==> src/sv/iis_pkg.sv <==
// Shared types and constants for the integral image block.
package iis_pkg;

    // Default line length the line memory is sized for
    localparam int MAX_WIDTH_DEF = 4096;

    // Field widths fixed by the interface
    localparam int PIX_W   = 8;
    localparam int SUM_W   = 32;
    localparam int CFG_W   = 13;
    localparam int CFG_IDX_W = 2;

    // Configuration register indexes
    typedef enum logic [CFG_IDX_W-1:0] {
        CFG_IMAGE_WIDTH   = 2'd0,
        CFG_SIGNED_PIXELS = 2'd1
    } iis_cfg_idx_t;

    // Row state handed from the row accumulator to the line-memory stage
    typedef struct packed {
        logic             first_row;
        logic [SUM_W-1:0] row_sum;
        logic [SUM_W-1:0] row_sq;
    } iis_row_t;

endpackage

==> src/sv/iis_row_acc.sv <==
// Column tracking and running row sums for each accepted pixel.
module iis_row_acc
    import iis_pkg::*;
#(
    parameter int MAX_WIDTH = MAX_WIDTH_DEF,
    parameter int COL_W     = $clog2(MAX_WIDTH)
)
(
    input  logic             clk,
    input  logic             rst_n,
    input  logic             accept,
    input  logic [PIX_W-1:0] pixel,
    input  logic             frame_start,
    input  logic [CFG_W-1:0] image_width,
    input  logic             signed_pixels,
    output logic [COL_W-1:0] cur_col,
    output iis_row_t         row_out
);

    localparam int WID_W = (COL_W + 1 > CFG_W) ? COL_W + 1 : CFG_W;

    logic [COL_W-1:0] col_reg, col_next;
    logic [SUM_W-1:0] row_sum_reg, row_sum_next;
    logic [SUM_W-1:0] row_sq_reg, row_sq_next;
    logic             first_reg, first_next;

    logic [WID_W-1:0] cfg_ext;
    logic [WID_W-1:0] eff_width;
    logic             restart_row;
    logic             restart;
    logic             first_cur;
    logic             neg;
    logic [SUM_W-1:0] value;
    logic [PIX_W:0]   mag;
    logic [2*PIX_W+1:0] mag_sq;
    logic [SUM_W-1:0] sum_new;
    logic [SUM_W-1:0] sq_new;
    logic [WID_W-1:0] col_inc;
    logic             wrap;

    // Clamp the programmed width into 1..MAX_WIDTH
    always_comb
    begin
        cfg_ext = WID_W'(image_width);
        if (cfg_ext == '0)
        begin
            eff_width = WID_W'(1);
        end
        else if (cfg_ext > WID_W'(MAX_WIDTH))
        begin
            eff_width = WID_W'(MAX_WIDTH);
        end
        else
        begin
            eff_width = cfg_ext;
        end
    end

    // Resolve row and frame restarts, then accumulate the pixel
    always_comb
    begin
        restart_row = !frame_start && (WID_W'(col_reg) >= eff_width);
        restart     = frame_start || restart_row;
        cur_col     = restart ? '0 : col_reg;
        first_cur   = frame_start ? 1'b1 : (restart_row ? 1'b0 : first_reg);

        neg   = signed_pixels && pixel[PIX_W-1];
        value = neg ? {{(SUM_W-PIX_W){1'b1}}, pixel} : {{(SUM_W-PIX_W){1'b0}}, pixel};
        mag   = neg ? ((PIX_W+1)'(1 << PIX_W) - {1'b0, pixel}) : {1'b0, pixel};
        mag_sq = mag * mag;

        sum_new = (restart ? '0 : row_sum_reg) + value;
        sq_new  = (restart ? '0 : row_sq_reg) + SUM_W'(mag_sq);

        col_inc = WID_W'(cur_col) + WID_W'(1);
        wrap    = col_inc >= eff_width;

        if (wrap)
        begin
            col_next     = '0;
            row_sum_next = '0;
            row_sq_next  = '0;
            first_next   = 1'b0;
        end
        else
        begin
            col_next     = col_inc[COL_W-1:0];
            row_sum_next = sum_new;
            row_sq_next  = sq_new;
            first_next   = first_cur;
        end

        row_out.first_row = first_cur;
        row_out.row_sum   = sum_new;
        row_out.row_sq    = sq_new;
    end

    // Advance the row state on each accepted pixel
    always_ff @(posedge clk or negedge rst_n)
    begin
        if (!rst_n)
        begin
            col_reg     <= '0;
            row_sum_reg <= '0;
            row_sq_reg  <= '0;
            first_reg   <= 1'b1;
        end
        else if (accept)
        begin
            col_reg     <= col_next;
            row_sum_reg <= row_sum_next;
            row_sq_reg  <= row_sq_next;
            first_reg   <= first_next;
        end
    end

endmodule

==> config.mk <==
export PLATFORM = sky130hd
export DESIGN_NAME = iis_row_acc
export DESIGN_NICKNAME = d
export VERILOG_FILES = /design/src/sv/iis_pkg.sv /design/src/sv/iis_row_acc.sv
export SDC_FILE = /design/constraint.sdc
export NUM_CORES = 1
export LEC_CHECK = 0
export ABC_AREA = 0
export CORE_MARGIN = 8
export CORE_UTILIZATION = 62
export CTS_CLUSTER_DIAMETER = 30
export DETAILED_ROUTE_END_ITERATION = 10
export DONT_BUFFER_PORTS = 1
export PLACE_DENSITY_LB_ADDON = 0.3
export SLEW_MARGIN = 25
export SYNTH_ARGS = -nofsm -noshare
export SYNTH_HDL_FRONTEND = slang
export SYNTH_SLANG_ARGS = --single-unit
export TNS_END_PERCENT = 30
==> constraint.sdc <==
create_clock -name clk -period 10.75 [get_ports clk]
set_clock_uncertainty 0.15 [all_clocks]
set_input_delay 0.5375 -clock clk [delete_from_list [all_inputs] [get_ports clk]]
set_output_delay 0.5375 -clock clk [all_outputs]
set_load 0.02 [all_outputs]
### After elaboration in Yosys (flattened, before gate mapping)

Cells that the tools add are included.

| storage, ports and cells | value |
|---|---|
| flip-flop bits (word level) | 77 |
| latch bits | 0 |
| RAM bits | 0 |
| bits in read-only memories | 0 |
| input bits | 26 |
| output and inout bits | 77 |
| logic and storage cells | 30 |
| memories kept | 0 |

| cells by class | value |
|---|---|
| add/sub/neg operators | 4 |
| multiply operators | 1 |
| div/mod/pow operators | 0 |
| magnitude comparators | 3 |
| equal/unequal tests | 0 |
| shift operators | 0 |
| multiplexer cells | 13 |
| bitwise gates (word level) | 0 |
| reductions and logical operators | 5 |

Operators with widths:

| cell | number |
|---|---|
| 32-bit 2-to-1 mux | 5 |
| 32-bit by 18-bit adder with 32-bit output | 1 |
| 32-bit adder | 1 |
| 13-bit 2-to-1 mux | 2 |
| 12-bit 2-to-1 mux | 2 |
| 9-bit by 9-bit multiplier with 18-bit output | 1 |
| 12-bit by 1-bit adder with 13-bit output (second input constant) | 1 |
| 12-bit by 13-bit >= comparator with 1-bit output | 1 |
| 13-bit >= comparator | 1 |
| 13-bit greater-than comparator (second input constant) | 1 |
| 13-bit zero test | 1 |
| 9-bit 2-to-1 mux | 1 |
| 9-bit by 8-bit subtractor with 9-bit output (first input constant) | 1 |
| 1-bit 2-to-1 mux | 3 |
| 1-bit logical AND | 2 |
| 1-bit zero test | 1 |
| 1-bit logical OR | 1 |

### Longest topological paths before layout

Gate-level depths: netlist (run 1).

| logic depth | value |
|---|---|
| depth in word-level cells | 10 |
| gate-level depth with buffers | 28 |
| gate-level depth less buffers | 27 |

### Least setup slack after synthesis (run 1)

OpenSTA, ideal clock, no wires.

| timing | value |
|---|---|
| kind | input port to output port |
| start point | input port signed_pixels |
| end point | output port row_out[25] (netlist name) |
| data arrival time | 6.553 ns |
| required time | 10.062 ns |
| slack | 3.509 ns |
| stages | 23 |
| buffers on the path | 1 |
| cells stage by stage | nand2_1 > inv_1 > o31ai_1 > xnor2_1 > nand2_1 > inv_1 > fa_1 > fa_1 > inv_1 > fa_1 > inv_1 > fa_1 > inv_1 > fa_1 > inv_1 > ha_1 > buf_1 > and3_1 > a21oi_1 > o211ai_1 > nand2_1 > or3_1 > a21oi_1 |

RTL lines:

| what | line | RTL |
|---|---|---|
| from (decl) | iis_row_acc.sv:15 | `input logic signed_pixels,` |
| to (decl) | iis_row_acc.sv:17 | `output iis_row_t row_out` |

==> impl_metrics.json, run 1 <==
{
  "synth_top_area_cell": "dfrtp_1",
  "postSynthAreaPerCell_um2": 8.254,
  "gr-usage-all-layers_pct": 23.74,
  "cts_root_buf": "clkbuf_16",
  "area_growth_pct": 5.516,
  "path_class": "in2out",
  "synth_commonest_cells": "175 x inv_1, 100 x ha_1, 86 x nand2_1, 86 x nor2_1, 76 x dfrtp_1",
  "p_per_area_nw_per_um2": 321.7,
  "h-tree-depth": 3,
  "dp_hpwl_um": 15850,
  "die_h_um": 135.9,
  "pwr-share-clk_pct": 10.9,
  "crit_start": "signed_pixels",
  "place_area_um2": 9042,
  "layout-drive-gt1-share_pct": 3.628,
  "finalMaxSlewViolations": 0,
  "wl_um": 21210,
  "antenna_found_initial": 0,
  "finalSetupTns_ns": 0,
  "cts_sinks": 77,
  "rsz0062_at_grt": "false",
  "maxCapViolCount": 0,
  "first_global_vias": 7486,
  "synthArstFlopShare_pct": 100.0,
  "timing.hold.ws_ns": 0.1477,
  "hold_path_class": "in2reg",
  "vias_per_cell": 5.901,
  "post_cts_buffers": 0,
  "power_leakage_nw": 4.875,
  "switching_share_pct": 56.08,
  "synth_most_common_cell": "inv_1",
  "gp_congestion": 0.9501,
  "min_period_ns": 8.130,
  "cts_resized": 0,
  "synth_seq_area_share_pct": 21.63,
  "seq_power_share_pct": 14.7,
  "synth_edf_count": 0,
  "yosys_warnings": 0,
  "fp-row-count": 44,
  "critPathSlowestCell": "inv_1",
  "layout.nets": 1243,
  "cp_common_cell": "inv_1",
  "drt_iter0_markers": 467,
  "comb_power_share_pct": 74.4,
  "fmax_ghz": 0.1230,
  "drcViolationCount": 0,
  "die_x_um": 135.9,
  "vias": 7429,
  "outcome": "completed",
  "diodes": 0,
  "ys_ff_latch": 77,
  "grt_max_degree": 78,
  "insertion_delay_ns": 0.34,
  "internal_power_mw": 1.329,
  "finalInstanceArea_um2": 9407,
  "worst_slew_margin_rel_pct": 31.62,
  "cp_data_arrival_time_ns": 7.44,
  "firstDrtPassIters": 4,
  "start_kind": "input pin",
  "worstMarginPinSlew_ns": 1.025,
  "ir_drop_uv": 207.2,
  "period_share_pct": 75.62,
  "cts.path.max_buffers": 2,
  "ys_types": 72,
  "cts_tree": "done",
  "yosys-top-cells-area": "dfrtp_1 21%, ha_1 14%, fa_1 11%",
  "synthFlopType": "dfrtp_1",
  "cp-end-kind": "output port",
  "crit_fanout": 27,
  "io_buffers": 0,
  "synth_top_area_share_pct": 21.33,
  "synth_area_um2": 8915,
  "r2r_start": "col_reg[10]",
  "cp.required_ns": 10.06,
  "clkSlewWorstSetupHoldPaths_ns": 0.06,
  "start_util_pct": 62.28,
  "setup_viol": 0,
  "min-delay-start": "accept",
  "grt_pass1_wl_um": 35690,
  "ant_nets": 0,
  "cts_buffers": 9,
  "syn_inst": 1080,
  "core_area_um2": 14310,
  "wl_per_cell_um": 16.85,
  "switching_power_mw": 1.697,
  "die_area_um2": 18470,
  "io-pin-count": 103,
  "max_stage_delay_ns": 0.82,
  "overflow": 0,
  "finalHoldViolations": 0,
  "crit_chain": "nand2_1 > inv_1 > nand2_1 > a21boi_0 > nor2_1 > inv_1 > fa_1 > inv_1 > fa_1 > inv_1 > fa_1 > inv_1 > fa_1 > inv_1 > fa_1 > inv_1 > ha_1 > nand2_1 > o21ai_0 > a21oi_1 > o211ai_1 > nand2_1 > nor4b_1 > xnor2_1"
}
-- worst max-delay path: cells and delay by family --
| kind | cells | cell delay (ns) |
|---|---|---|
| AOI/OAI and AO/OA | 4 | 1.03 |
| adders and majority gates | 6 | 2.96 |
| buffers and inverters | 7 | 1.17 |
| xor gates and xnor gates | 1 | 0.31 |
| and+or+nand+nor | 6 | 1.38 |
-- worst paths after layout --
check,endpoint,slack (ns),depth (start not counted)
min in group asynchronous,row_sq_reg[18],0.70,2
worst max register to register,row_sq_reg[31],4.14,21
worst max-delay path,row_out[29],2.62,24
worst min register to register,row_sum_reg[6],0.33,1
worst min-delay path,row_sq_reg[20],0.15,1
max in group asynchronous,first_reg,9.41,2
-- stage by stage --
stage                     std cells  power, mW  setup slack [ns]  util [%]
after floorplan                1090      2.253             3.509         -
after global placement         1241      2.655             2.894     63.17
after detailed placement       1241      2.692             2.629     63.17
after CTS                      1259      3.050             2.638     65.71
after global routing           1259      3.331             2.103     65.72
final                          1259      3.026             2.620     65.72
-- power by group through the flow --
stage / registers [mW] / logic [mW] / clock network [mW]
6_report: 0.445 / 2.25 / 0.330
4_1_cts: 0.445 / 2.27 / 0.340
5_1_grt: 0.456 / 2.52 / 0.352
3_3_place_gp: 0.446 / 2.21 / 0
2_1_floorplan: 0.430 / 1.82 / 0
3_5_place_dp: 0.446 / 2.25 / 0
-- layout make-up --
class | instances | area [um2]
fillers | 1267 | 4907
clock buffers | 10 | 239.0
clock inverters | 6 | 86.33
repair buffers | 5 | 60.06
multi-input cells | 802 | 6205
inverters | 175 | 658.1
well taps | 184 | 230.2
flip-flops and latches | 77 | 1928
-- placed cells by master (no fill, tap or decap), drive strengths merged, types with 10 or more instances in the layout --
cell	count
o2bb2ai	44
a21oi	54
inv	174
dfrtp	76
and2	39
nand2	87
xor2	24
conb	12
o21ai	48
nor3	18
xnor2	48
nand2b	12
nor2	86
nand3	22
ha	100
clkbuf	10
a21o	30
fa	47
o21a	11
and3	11
-- metal layers --
layer  vias to the layer above  part of all wire [%]  GRT usage (%)  wire (um)
li1                       3630                     -              -          -
met1                      3586                    44          28.88       9411
met2                       185                    48          41.42      10180
met3                        28                   5.6          5.174       1191
met4                         0                   2.0          6.528        423
met5                         -                     0              0          0
-- cell families (layout without fill, tap and decap cells) --
kind of cell	count (synthesis)	after routing	synth area share [%]
other	2	12	0.08424
AO/OA/AOI/OAI	252	252	19.66
XOR/XNOR	72	72	7.158
buffers and inverters	211	196	9.319
adder cells (fa/ha/maj)	147	147	24.59
flip-flops	77	77	21.63
AND/OR/NAND/NOR	316	316	17.21
multiplexers	3	3	0.3509
-- repair_timing --
action	in CTS	in global routing
hold buffers	2	0
hold endpoints to repair	77	0
setup endpoints to repair	0	0
Power figures use the tool's default switching activity.
==> inputs of run 2 (changes only) <==
Clock period 10.75 ns to 8.55 ns, I/O delays scaled along.
==> run 2 against run 1 <==
  * Design area is essentially flat
  * Largest power group unchanged
  * Combinational power increased by 26%
  * Cell count is 0.16% higher
  * Register-to-register slack lost 2.6 ns
  * Global-route usage decreased by 0.38 points
  * Worst hold slack got worse by 0.12 ns
  * Sequential power grew 26%
==> impl_metrics.json, run 2 (same netlist as run 1, synthesis figures left out) <==
{
  "min_period_ns": 7.719,
  "die_x_um": 135.9,
  "finalHoldViolations": 0,
  "wl_met2_um": 10120,
  "post-route-util_pct": 65.73,
  "highest_layer": "met4",
  "layout-drive-gt1-share_pct": 3.714,
  "ir_drop_uv": 304.7,
  "worst_slew_margin_rel_pct": 36.44,
  "finalSetupTns_ns": 0,
  "fmax_ghz": 0.1295,
  "post_cts_buffers": 0,
  "cts_root_buf": "clkbuf_16",
  "place_inst": 1243,
  "max_stage_delay_ns": 0.59,
  "cts_sinks": 77,
  "area_growth_pct": 5.530,
  "crit_fanout": 8,
  "drt-met1-wl_um": 9416,
  "start_util_pct": 62.28,
  "timing.hold.ws_ns": 0.03036,
  "drt_iter0_markers": 439,
  "fp-row-count": 44,
  "firstDrtPassIters": 5,
  "mostFrequentLayoutCell": "inv_1",
  "fill_cells": 1238,
  "wl_met3_um": 996,
  "clkSlewWorstSetupHoldPaths_ns": 0.06,
  "ant_nets": 0,
  "die_area_um2": 18470,
  "cp-end-kind": "output port",
  "gr-usage-all-layers_pct": 23.36,
  "cpLargestDelayFamily": "adder cells",
  "rsz0062_at_grt": "false",
  "layout_common_cells": "174 x inv_1, 100 x ha_1, 86 x nand2_1, 86 x nor2_1, 76 x dfrtp_1",
  "layout.nets": 1245,
  "cts.path.max_buffers": 2,
  "vias_per_cell": 5.880,
  "outcome": "completed",
  "grt_pass1_wl_um": 35130,
  "die_h_um": 135.9,
  "finalMaxSlewViolations": 0,
  "hold_path_class": "in2reg",
  "cts_tree": "done",
  "cp_data_arrival_time_ns": 7.14,
  "insertion_delay_ns": 0.35,
  "critPathSlowestCell": "fa_1",
  "cp.required_ns": 7.97,
  "first_global_vias": 7404,
  "vias": 7415,
  "period_share_pct": 90.28,
  "path_class": "in2out",
  "io_buffers": 0,
  "maxCapViolCount": 0,
  "worstPathBufferInverterCount": 8,
  "p_per_area_nw_per_um2": 404.6,
  "worstMarginPinSlew_ns": 0.9534,
  "io-pin-count": 103,
  "wl_um": 20950,
  "grt_max_degree": 78,
  "antenna_found_initial": 0,
  "h-tree-depth": 3,
  "core_area_um2": 14310,
  "overflow": 0,
  "dp_hpwl_um": 15620,
  "gp_congestion": 0.8623,
  "power_leakage_nw": 4.878,
  "setup_viol": 0,
  "drcViolationCount": 0,
  "wl_per_cell_um": 16.62,
  "start_kind": "input pin",
  "cts_buffers": 9,
  "diodes": 0,
  "finalNonFillerCells": 1261,
  "cp_common_cell": "inv_1"
}
==> run 2: final cells by class <==
type / instances / area (um2) / share of cell area (%)
repair buffers: 7 / 75.07 / 0.7980
inverters: 175 / 656.9 / 6.982
flip-flops and latches: 77 / 1928 / 20.49
clock buffers: 13 / 270.3 / 2.873
clock inverters: 3 / 42.54 / 0.4522
well taps: 184 / 230.2 / 2.447
multi-input cells: 802 / 6205 / 65.95
==> run 2: routing by layer <==
layer,global-route usage [%],vias up
li1,-,3641
met5,0,-
met1,29.59,3569
met2,39.50,177
met4,7.261,0
met3,4.398,28
==> run 2: stage by stage <==
stage	setup slack [ns]	total power [mW]	instance area, um2
6_report	0.8308	3.806	9408
3_5_place_dp	0.9586	3.394	9057
5_1_grt	0.2811	4.152	9408
3_3_place_gp	1.154	3.346	9057
2_1_floorplan	1.529	2.832	8952
4_1_cts	0.9461	3.828	9408
==> run 2: report_power, final <==
group | switching [mW] | internal [mW]
clock network | 0.152 | 0.250
logic | 1.93 | 0.913
registers | 0.0680 | 0.493
total | 2.15 | 1.66
==> run 2: repair_timing <==
item                      CTS  global route
hold buffers                2             0
hold endpoints to repair   77             0
resized for setup           0             0
==> run 2: path summary, 6_finish.rpt <==
path                            depth (start not counted)       startpoint              end  slack (ns)
worst max-delay path                                   25         pixel[0]      row_out[29]        0.83
worst min-delay path                                    1           accept  row_sum_reg[29]        0.03
worst max register to register                         21      col_reg[10]   row_sq_reg[31]        1.52
worst min register to register                          1  row_sum_reg[25]  row_sum_reg[25]        0.33
max in group asynchronous                               2            rst_n        first_reg        7.40
min in group asynchronous                               2            rst_n    row_sq_reg[7]        0.49
